## config.mk

```make
export PLATFORM = sky130hd
export DESIGN_NAME = pcm_sample_format_converter
export DESIGN_NICKNAME = d
export VERILOG_FILES = /design/src/hdl/psfc_pkg.sv /design/src/hdl/pcm_sample_format_converter.sv
export SDC_FILE = /design/constraint.sdc
export NUM_CORES = 1
export LEC_CHECK = 0
export ABC_AREA = 0
export BUFFER_PORTS_ARGS = -buffer_cell sky130_fd_sc_hd__buf_2
export CAP_MARGIN = 20
export CORE_ASPECT_RATIO = 0.6
export CORE_UTILIZATION = 30
export DETAILED_ROUTE_END_ITERATION = 10
export HOLD_SLACK_MARGIN = 0.08
export PLACE_DENSITY = 0.45
export RECOVER_POWER = 100
export SLEW_MARGIN = 20
export SYNTH_ARGS = -nofsm -noshare
export SYNTH_HDL_FRONTEND = slang
export SYNTH_SLANG_ARGS = --single-unit
```

## constraint.sdc

```tcl
create_clock -name clk_i -period 12.6 [get_ports clk_i]
set_input_delay 2.52 -clock clk_i [delete_from_list [all_inputs] [get_ports clk_i]]
set_output_delay 2.52 -clock clk_i [all_outputs]
set_load 0.005 [all_outputs]
```

## src/hdl/psfc_pkg.sv

```systemverilog
// ----------------------------------------------------------------------------
// PCM sample format converter package
// Conversion mode codes and shared types.
// ----------------------------------------------------------------------------
package psfc_pkg;

  typedef enum logic [3:0] {
    MODE_S16_F32 = 4'd0,
    MODE_S16_S32 = 4'd1,
    MODE_S24_F32 = 4'd2,
    MODE_S24_S32 = 4'd3,
    MODE_S24_S16 = 4'd4,
    MODE_S32_F32 = 4'd5,
    MODE_S32_S16 = 4'd6,
    MODE_F32_S32 = 4'd7,
    MODE_F32_S16 = 4'd8
  } mode_e;

  typedef enum logic [1:0] {
    KIND_ZERO = 2'd0,
    KIND_DIRECT = 2'd1,
    KIND_TO_FLOAT = 2'd2,
    KIND_TO_INT = 2'd3
  } kind_e;

endpackage

```

## src/hdl/pcm_sample_format_converter.sv

```systemverilog
// ----------------------------------------------------------------------------
// PCM sample format converter
// Converts one PCM sample per transaction among s16, s24, s32 and f32.
// Pipeline: 4 register stages; output data and valid come from the last stage's registers.
// Throughput: one sample per cycle; a stall holds every stage in place.
// Reset: pipeline valid bits clear and conversion mode returns to s16->f32.
// ----------------------------------------------------------------------------
module pcm_sample_format_converter
  import psfc_pkg::*;
(
  input  logic        clk_i,
  input  logic        rst_ni,
  input  logic        cfg_valid_i,
  output logic        cfg_ready_o,
  input  logic [3:0]  cfg_data_i,
  input  logic        s_axis_tvalid,
  output logic        s_axis_tready,
  input  logic [31:0] s_axis_tdata,   // [31:0] sample_in
  input  logic        s_axis_tlast,
  output logic        m_axis_tvalid,
  input  logic        m_axis_tready,
  output logic [31:0] m_axis_tdata,   // [31:0] sample_out
  output logic        m_axis_tlast
);

  logic [3:0] mode_q;
  logic       adv;
  logic [3:0] v_q;

  assign cfg_ready_o   = 1'b1;
  assign adv           = !m_axis_tvalid || m_axis_tready;
  assign s_axis_tready = adv;
  assign m_axis_tvalid = v_q[3];

  always_ff @(posedge clk_i or negedge rst_ni) begin
    if (!rst_ni) begin
      mode_q <= MODE_S16_F32;
      v_q    <= '0;
    end else begin
      if (cfg_valid_i) mode_q <= cfg_data_i;
      if (adv) v_q <= {v_q[2:0], s_axis_tvalid};
    end
  end

  // Stage 1: classify and build a sign/magnitude with fixed point at bit 31
  logic        s1_last_q, s1_neg_q, s1_zero_q, s1_sat_q;
  logic [1:0]  s1_kind_q;
  logic [31:0] s1_direct_q;
  logic [31:0] s1_mag_q;
  logic [8:0]  s1_sc_q;
  logic        s1_to16_q, s1_round_int_q;

  logic        c_neg, c_zero, c_sat, c_to16, c_rint;
  logic [1:0]  c_kind;
  logic [31:0] c_dir, c_mag;
  logic [8:0]  c_sc;
  logic [31:0] x;
  logic [7:0]  fe;
  logic [23:0] fm;
  logic [16:0] nq;
  logic signed [33:0] nb;

  always_comb begin
    x = s_axis_tdata;
    fe = x[30:23];
    fm = {fe != 8'd0, x[22:0]};
    c_neg = 1'b0; c_zero = 1'b0; c_sat = 1'b0; c_to16 = 1'b0; c_rint = 1'b0;
    c_kind = KIND_ZERO; c_dir = '0; c_mag = '0; c_sc = '0;
    nb = '0; nq = '0;
    case (mode_q)
      MODE_S16_F32: begin
        c_kind = KIND_TO_FLOAT; c_neg = x[15];
        c_mag = {(x[15] ? 16'(-x[15:0]) : x[15:0]), 16'd0};
        c_zero = x[15:0] == 16'd0;
        if (x[15:0] == 16'h8000) c_mag = 32'h8000_0000;
      end
      MODE_S16_S32: begin c_kind = KIND_DIRECT; c_dir = {x[15:0], x[15:0]}; end
      MODE_S24_F32: begin
        c_kind = KIND_TO_FLOAT; c_neg = x[23];
        c_mag = {(x[23] ? 24'(-x[23:0]) : x[23:0]), 8'd0};
        c_zero = x[23:0] == 24'd0;
        if (x[23:0] == 24'h80_0000) c_mag = 32'h8000_0000;
      end
      MODE_S24_S32: begin c_kind = KIND_DIRECT; c_dir = {x[23:0], x[23:16]}; end
      MODE_S24_S16: begin
        c_kind = KIND_DIRECT;
        nb = 34'(signed'(x[23:0])) + 34'sd128;
        nq = nb[24:8];
        c_dir = {16'd0, (!nq[16] && nq[15]) ? 16'h7FFF : nq[15:0]};
      end
      MODE_S32_F32: begin
        c_kind = KIND_TO_FLOAT; c_neg = x[31];
        c_mag = x[31] ? -x : x;
        c_zero = x == 32'd0;
      end
      MODE_S32_S16: begin
        c_kind = KIND_DIRECT;
        nb = 34'(signed'(x)) + 34'sd32768;
        nq = nb[32:16];
        c_dir = {16'd0, (!nq[16] && nq[15]) ? 16'h7FFF : nq[15:0]};
      end
      MODE_F32_S32, MODE_F32_S16: begin
        c_kind = KIND_TO_INT; c_neg = x[31];
        c_to16 = mode_q == MODE_F32_S16;
        c_zero = (fe == 8'hFF && x[22:0] != 0) || fm == 24'd0;
        c_sat = fe == 8'hFF;
        c_mag = {fm, 8'd0};
        c_sc = {1'b0, fe};
        c_rint = 1'b1;
      end
      default: c_kind = KIND_ZERO;
    endcase
  end

  always_ff @(posedge clk_i) begin
    if (adv) begin
      s1_last_q <= s_axis_tlast; s1_neg_q <= c_neg; s1_zero_q <= c_zero;
      s1_sat_q <= c_sat; s1_kind_q <= c_kind; s1_direct_q <= c_dir;
      s1_mag_q <= c_mag; s1_sc_q <= c_sc; s1_to16_q <= c_to16;
      s1_round_int_q <= c_rint;
    end
  end

  // Stage 2: leading-one position and normalizing shift for int->float; float->int passes through
  logic        s2_last_q, s2_neg_q, s2_zero_q, s2_sat_q, s2_to16_q;
  logic [1:0]  s2_kind_q;
  logic [31:0] s2_direct_q, s2_mag_q;
  logic [4:0]  s2_lz_q;
  logic [8:0]  s2_sc_q;
  logic [4:0]  lz;

  always_comb begin
    lz = 5'd0;
    for (int i = 0; i < 32; i++) begin
      if (s1_mag_q[i]) lz = 5'(31 - i);
    end
  end

  always_ff @(posedge clk_i) begin
    if (adv) begin
      s2_last_q <= s1_last_q; s2_neg_q <= s1_neg_q; s2_zero_q <= s1_zero_q;
      s2_sat_q <= s1_sat_q; s2_to16_q <= s1_to16_q; s2_kind_q <= s1_kind_q;
      s2_direct_q <= s1_direct_q; s2_sc_q <= s1_sc_q;
      s2_mag_q <= s1_round_int_q ? s1_mag_q : (s1_mag_q << lz);
      s2_lz_q <= lz;
    end
  end

  // Stage 3: align; value = mag * 2^(sc - 158 + k) for float->int (mag has 8 low zeros)
  logic        s3_last_q, s3_neg_q, s3_zero_q, s3_sat_q, s3_to16_q;
  logic [1:0]  s3_kind_q;
  logic [31:0] s3_direct_q;
  logic [31:0] s3_int_q;
  logic        s3_g_q, s3_st_q;
  logic [30:0] s3_fm_q;
  logic [4:0]  s3_lz_q;
  logic [63:0] al;
  logic [9:0]  rsh;
  logic        big;
  logic [31:0] lost;

  always_comb begin
    // integer part = mag >> (158 - e - k); a negative shift means the
    // integer exceeds 32 bits -> saturate
    big = 1'b0; al = '0; lost = '0; rsh = '0;
    // rsh = right shift of {mag,32'b0} so that integer sits in al[63:32]
    if (s2_to16_q) rsh = 10'(10'd143 - {1'b0, s2_sc_q});
    else rsh = 10'(10'd127 - {1'b0, s2_sc_q});
    if (s2_sc_q == 9'd0) rsh = 10'(rsh - 10'd1);
    if (rsh[9]) big = 1'b1;
    else if (rsh > 10'd63) al = '0;
    else al = {s2_mag_q, 32'd0} >> rsh[5:0];
    if (!rsh[9] && rsh > 10'd63) lost = 32'd1;
  end

  always_ff @(posedge clk_i) begin
    if (adv) begin
      s3_last_q <= s2_last_q; s3_neg_q <= s2_neg_q;
      s3_zero_q <= s2_zero_q; s3_sat_q <= s2_sat_q || big;
      s3_to16_q <= s2_to16_q; s3_kind_q <= s2_kind_q; s3_direct_q <= s2_direct_q;
      s3_int_q <= al[63:32]; s3_g_q <= al[31];
      s3_st_q <= (al[30:0] != 0) || (lost != 0);
      s3_fm_q <= s2_mag_q[30:0]; s3_lz_q <= s2_lz_q;
    end
  end

  // Stage 4: round, saturate, pack
  logic [31:0] s4_data_q;
  logic        s4_last_q;
  logic [32:0] ri, lim;
  logic [24:0] fk;
  logic [7:0]  fexp;
  logic [31:0] res, spos, sneg;
  logic [7:0]  bias;

  always_comb begin
    res = '0; ri = '0; fk = '0; fexp = '0;
    lim = s3_to16_q ? (s3_neg_q ? 33'd32768 : 33'd32767)
                    : (s3_neg_q ? 33'h0_8000_0000 : 33'h0_7FFF_FFFF);
    spos = s3_to16_q ? 32'h0000_7FFF : 32'h7FFF_FFFF;
    sneg = s3_to16_q ? 32'h0000_8000 : 32'h8000_0000;
    bias = 8'd127;
    case (s3_kind_q)
      KIND_DIRECT: res = s3_direct_q;
      KIND_TO_FLOAT: begin
        fk = {1'b0, 1'b1, s3_fm_q[30:8]} + 25'(s3_fm_q[7] && (s3_fm_q[6:0] != 0
              || s3_fm_q[8]));
        fexp = 8'(bias - {3'd0, s3_lz_q});
        if (fk[24]) fexp = 8'(fexp + 8'd1);
        res = s3_zero_q ? 32'd0 : {s3_neg_q, fexp, fk[22:0]};
      end
      KIND_TO_INT: begin
        ri = {1'b0, s3_int_q} + 33'(s3_g_q && (s3_st_q || s3_int_q[0]));
        if (s3_zero_q) res = '0;
        else if (s3_sat_q || ri >= lim || ({1'b0, s3_int_q} >= lim))
          res = s3_neg_q ? sneg : spos;
        else res = s3_neg_q ? -ri[31:0] : ri[31:0];
        if (s3_to16_q) res = {16'd0, res[15:0]};
      end
      default: res = '0;
    endcase
  end

  always_ff @(posedge clk_i) begin
    if (adv) begin
      s4_data_q <= res;
      s4_last_q <= s3_last_q;
    end
  end

  assign m_axis_tdata = s4_data_q;
  assign m_axis_tlast = s4_last_q;

  a_hold: assert property (@(posedge clk_i) disable iff (!rst_ni)
    m_axis_tvalid && !m_axis_tready |=> m_axis_tvalid && $stable(m_axis_tdata))
    else $error("output changed under stall");
  a_flow: assert property (@(posedge clk_i) disable iff (!rst_ni)
    adv && s_axis_tvalid |-> ##1 v_q[0]) else $error("accepted item lost");
  a_ready: assert property (@(posedge clk_i) disable iff (!rst_ni)
    !m_axis_tvalid |-> s_axis_tready) else $error("stalled while empty");

endmodule
```

==> results_dict.tcl, run 1 <==
set metrics [dict create \
    status "complete, but fails checks" \
    violations "max-capacitance violations, max-slew violations" \
    synth_area_leaders "edfxtp_1 (41%), mux2i_1 (6.9%), ha_1 (4.5%)" \
    synthDominantCellAreaShare 0.406 \
    rows 77 \
    place.gp.congestion 0.929 \
    ios 78 \
    power_density_nw_per_um2 252 \
    start_util 0.305 \
    hold_viol_final 0 \
    irDropWorstVdd_mv 0.104 \
    vias 19200 \
    async_reset_ff_frac 0.0255 \
    seq_area_sq_um 9390 \
    crit_required_ps 12700 \
    clk_latency_ps 580 \
    critPathMaxStageDelay_ps 2630 \
    dpl_cell_area_sq_um 23900 \
    htreeDepth 2 \
    yosys_most_used_dff "edfxtp_1" \
    worst_slew_pin_slew_ps 3530 \
    cp_top_family "buffers and inverters" \
    path_cells "buf_2 > nand2b_1 > clkbuf_1 > clkbuf_2" \
    clock_path_buffers 3 \
    final_common_cell "edfxtp_1" \
    fp.coreArea_sq_um 74200 \
    fmax_mhz 119 \
    syn_area_sq_um 22600 \
    cpMaxStageDelayCell "clkbuf_2" \
    grt_antenna_before_repair 7 \
    viasPerCell 5.83 \
    final_cell_mix "edfxtp_1 (306), nand2_1 (217), mux2i_1 (156)" \
    synthCells 2291 \
    grt_pass1_vias 17800 \
    hpwl_microns 63500 \
    total_power_mw 6.29 \
    numCtsBuffers 36 \
    io_buffers 76 \
    die_w_microns 357 \
    ys_types 96 \
    yosysWarnings 0 \
    hold_class "flip-flop to flip-flop" \
    crit_path_end_kind "flip-flop" \
    post_drt_wl_per_cell_microns 25.4 \
    synth_edf_count 306 \
    drc 0 \
    synth.avg_cell_area_sq_um 9.88 \
    critical_path.max_fanout 131 \
    final_cell_area_sq_um 25000 \
    critPathKind "input pin to flip-flop" \
    first_iter_violations 2744 \
    setup_violations 0 \
    grt-ovfl-total 0 \
    period_minus_slack_ps 8380 \
    finalSetupTns_ps 0 \
    firstDrtPassIters 7 \
    grt.total_usage 0.215 \
    grt_pass1_wl_microns 124000 \
    place_ws_ps 6720 \
    crit_arrival_ps 8480 \
    num-nets-final 2405 \
    critPathBufInv 3 \
    maxCapViolCount 13 \
    whs_ps 407 \
    cts_tree "yes" \
    cts_root_buffer "clkbuf_16" \
    routed_wl_microns 83900 \
    finClkSkew_ps 19.7 \
    slew_headroom -1.35 \
    p_leak_nw 9.38 \
    die_h_microns 215 \
    worst_slack_ps 4220 \
    drive_gt1_frac 0.0974 \
    nFillCells 7589 \
    ys_ff_latch 314 \
    synthesis.nets 2414 \
    die_area_sq_um 76600 \
    rsz0062_at_grt "no" \
    multi_input_area_sq_um 12300 \
    crit_path_start_kind "input pin" \
    ant_nets 0 \
    clock-sinks 314 \
    grt_max_degree 132 \
    maxSlewViolCount 603 \
    synth-seq-area-share 0.415 \
    clkTransAtPathRegs_ps 60 \
    ctsResizeCount 0 \
    postCtsSetupBuffers 0 \
    min_period_over_period 0.665 \
    synth_top_area_cell "edfxtp_1" \
    diodes 0 \
    cts_hold_buffers 0 \
    syn2layout_area_growth_pct 10.3 \
]
flip-flops by register name, summed over array words and instances (netlist names), 8 cells and up:
| signal | flops |
|---|---|
| s3_int_q | 32 |
| s1_mag_q | 32 |
| s1_direct_q | 32 |
| s2_mag_q | 32 |
| m_axis_tdata | 32 |
| s2_direct_q | 32 |
| s2_sc_q | 8 |
| s1_sc_q | 8 |
| s3_direct_q | 32 |
| s3_fm_q | 31 |
final timing paths:
kind	slack (ps)	end	startpoint	cells past startpoint
max	4220	s2_sc_q[0]	m_axis_tready	4
min	410	s2_sat_q	s1_sat_q	0
max reg2reg	4230	s3_st_q	s2_sc_q[0]	16
min reg2reg	410	s2_sat_q	s1_sat_q	0
max in group asynchronous	10330	v_q[2]	rst_ni	1
min in group asynchronous	1890	mode_q[2]	rst_ni	1
worst register-to-register path: cells and delay by family (launching register included):
kind            cells  cell delay, ps
buf+inv             5            4310
compound gates      6            1910
simple gates        4            1020
fa+ha+maj           1             550
flops               1             320
synth_stat cells (7+ instances only):
cell type  instances
and3_1            28
a222oi_1          16
a31oi_1           20
a22oi_1           38
a221o_1            9
buf_1             10
a21oi_1           87
and4_1             7
o211ai_1          43
o31ai_1           23
nor4_1            20
mux2i_1          156
a21o_1            24
a211o_1           14
nor3_1            47
nand4_1           49
buf_2             31
xor2_1            56
a211oi_1          16
a22o_1            19
nor2b_1           19
nand2b_1          19
inv_1             63
ha_1              81
o221ai_1          13
buf_4              7
nand2_1          217
o21ai_0          118
and2_1            33
mux2_2            54
mux4_2            13
edfxtp_1         306
dfrtp_1            8
or2_2             12
nand3_1           88
xnor2_1           90
o22ai_1           15
a221oi_1          14
nor2_1           145
clkbuf_1         110
or3_1             16
layout make-up:
class	instances	share of cell area
clock inverter	25	0.0115
timing repair buffer	114	0.0233
multi-input combinational	1746	0.493
clock buffer	41	0.0368
sequential	314	0.376
inverter	70	0.0105
tap	987	0.0494
layer usage:
metal	routed length, microns	track usage
met1	43700	0.366
met2	30000	0.258
met3	9200	0.0577
met4	1010	0.0345
met5	0	0
kinds of logic (layout without fill, tap and decap cells):
family                     count (synthesis)  count (layout)  synth area share
AOI/OAI and AO/OA                        558             558             0.172
xor gates and xnor gates                 146             146            0.0565
adders and majority gates                 81              81            0.0448
buffers and inverters                    231             250            0.0416
DFF                                      314             314             0.415
muxes                                    223             223             0.109
other                                      1               1          0.000166
and+or+nand+nor                          737             737             0.162
power breakdown:
group          internal [mW]  leakage (nW)  switching, mW  total, mW
Clock                  0.622         0.593          0.474       1.10
Sequential              1.71          3.33          0.457       2.17
Combinational           1.11          5.46           1.92       3.02
through the flow:
step | utilization | cells
after global placement | 0.322 | 3229
final | 0.337 | 3297
after CTS | 0.338 | 3295
after global routing | 0.337 | 3297
after floorplan | - | 2291
after detailed placement | 0.322 | 3229
No activity file was read; power rests on OpenSTA's default activity.
==> run 2, diff against run 1 <==
- clock period: 12.6 -> 6.8 ns (I/O delays scaled with it)
==> results_dict.tcl, run 2 (synthesis results as in run 1) <==
set metrics [dict create \
    critPathMaxStageDelay_ps 1340 \
    maxSlewViolCount 400 \
    routed_wl_microns 83400 \
    ios 78 \
    irDropWorstVdd_mv 0.210 \
    status "complete, but fails checks" \
    clk_latency_ps 580 \
    vias 19300 \
    ant_nets 0 \
    p_leak_nw 9.44 \
    ctsResizeCount 0 \
    reg2reg_depth 10 \
    place.gp.congestion 0.929 \
    viasPerCell 5.85 \
    firstDrtPassIters 8 \
    num-nets-final 2410 \
    grt.total_usage 0.215 \
    crit_path_end_kind "flip-flop" \
    final_cell_mix "edfxtp_1 (306), nand2_1 (217), mux2i_1 (156)" \
    worst_slew_pin_slew_ps 3310 \
    post-route-util 0.337 \
    die_area_sq_um 76600 \
    clock-sinks 314 \
    rows 77 \
    maxCapViolCount 7 \
    cts_root_buffer "clkbuf_16" \
    rr_startpoint "s1_mag_q[3]" \
    die_h_microns 215 \
    crit_required_ps 7100 \
    drc 0 \
    finClkSkew_ps 31.5 \
    power_density_nw_per_um2 464 \
    final_common_cell "edfxtp_1" \
    worstHoldPathCells 0 \
    r2r-end "s2_mag_q[30]" \
    syn2layout_area_growth_pct 10.5 \
    fp.coreArea_sq_um 74200 \
    setup_violations 0 \
    finalSetupTns_ps 0 \
    grt_pass1_wl_microns 123000 \
    cp_top_family "compound AO/OA/AOI/OAI gates" \
    critical_path.max_fanout 18 \
    postCtsSetupBuffers 0 \
    hold_class "flip-flop to flip-flop" \
    grt_pass1_vias 17800 \
    die_w_microns 357 \
    critPathKind "flip-flop to flip-flop" \
    reg2reg_slack_ps 960 \
    hold_viol_final 0 \
    cts_tree "yes" \
    rsz0062_at_grt "no" \
    grt-ovfl-total 0 \
    cpMaxStageDelayCell "nor2_1" \
    violations "max-capacitance violations, max-slew violations" \
    crit_arrival_ps 6140 \
    hp-start "s1_direct_q[8]" \
    io_buffers 76 \
    start_util 0.305 \
    fmax_mhz 171 \
    post_drt_wl_per_cell_microns 25.3 \
    htreeDepth 2 \
    numCtsBuffers 35 \
    min_to "s2_direct_q[8]" \
    hpwl_microns 63800 \
    drive_gt1_frac 0.104 \
    grt_antenna_before_repair 5 \
    slew_headroom -1.20 \
    path_common_cell "mux2i_1" \
    grt_max_degree 197 \
    cts_hold_buffers 0 \
    clock_path_buffers 3 \
    clkTransAtPathRegs_ps 60 \
    period_minus_slack_ps 5840 \
    critPathBufInv 1 \
    nFillCells 7622 \
    path_cells "o31ai_1 > a211oi_1 > o31a_1 > o311a_1 > nor2_1 > clkbuf_1 > mux2i_1 > mux2i_1 > mux2i_1 > a221o_1" \
    first_iter_violations 2544 \
    min_period_over_period 0.858 \
    crit_path_start_kind "flip-flop" \
]
run 2: cell count changes in the layout (fill, tap and decap cells not counted), sizes merged:
| cell | before | now |
|---|---|---|
| clkinv | 16 | 14 |
| bufinv | 4 | 5 |
| clkbuf | 88 | 68 |
| inv | 74 | 71 |
| diode | 0 | 1 |
| buf | 67 | 90 |
run 2: layout make-up:
cell class | count | area, sq um | area share
Antenna cell | 1 | 2.50 | 0.000100
Clock buffer | 38 | 887 | 0.0354
Clock inverter | 21 | 293 | 0.0117
Inverter | 70 | 263 | 0.0105
Multi-Input combinational cell | 1746 | 12300 | 0.492
Sequential cell | 314 | 9390 | 0.375
Tap cell | 987 | 1230 | 0.0493
Timing Repair Buffer | 120 | 657 | 0.0262
run 2: power by group:
part	leakage [nW]	switching [mW]	total, mW	internal, mW
clock network	0.571	0.860	2.01	1.15
registers	3.33	0.835	4.00	3.17
logic	5.54	3.56	5.59	2.04
run 2: worst max-delay path by stage:
stage / from / to / slack [ps] / depth (start not counted)
2_1_floorplan: m_axis_tready / s_axis_tready / 180 / 1
3_3_place_gp: s3_int_q[0] / m_axis_tdata[30] / 1540 / 17
3_5_place_dp: s3_int_q[0] / m_axis_tdata[24] / 1540 / 20
4_1_cts: s3_int_q[0] / m_axis_tdata[24] / 1530 / 20
5_1_grt: s1_mag_q[1] / s2_mag_q[30] / 750 / 11
6_report: s1_mag_q[3] / s2_mag_q[30] / 960 / 10
run 2: layer usage:
metal | global-route usage | share of wire
met1 | 0.361 | 0.52
met2 | 0.258 | 0.36
met3 | 0.0669 | 0.12
met4 | 0.0293 | 0.0087
met5 | 0 | 0
run 2: through the flow:
stage | hold slack [ps] | worst slack (ps) | instance area (sq um) | total power [mW] | cells
after floorplan | 400 | 179 | 22600 | 7.42 | 2291
after global placement | 402 | 1540 | 24000 | 9.48 | 3237
after detailed placement | 405 | 1540 | 24000 | 9.46 | 3237
after CTS | 406 | 1530 | 25100 | 11.5 | 3296
after global routing | 410 | 751 | 25000 | 12.3 | 3296
final | 396 | 964 | 25000 | 11.6 | 3297
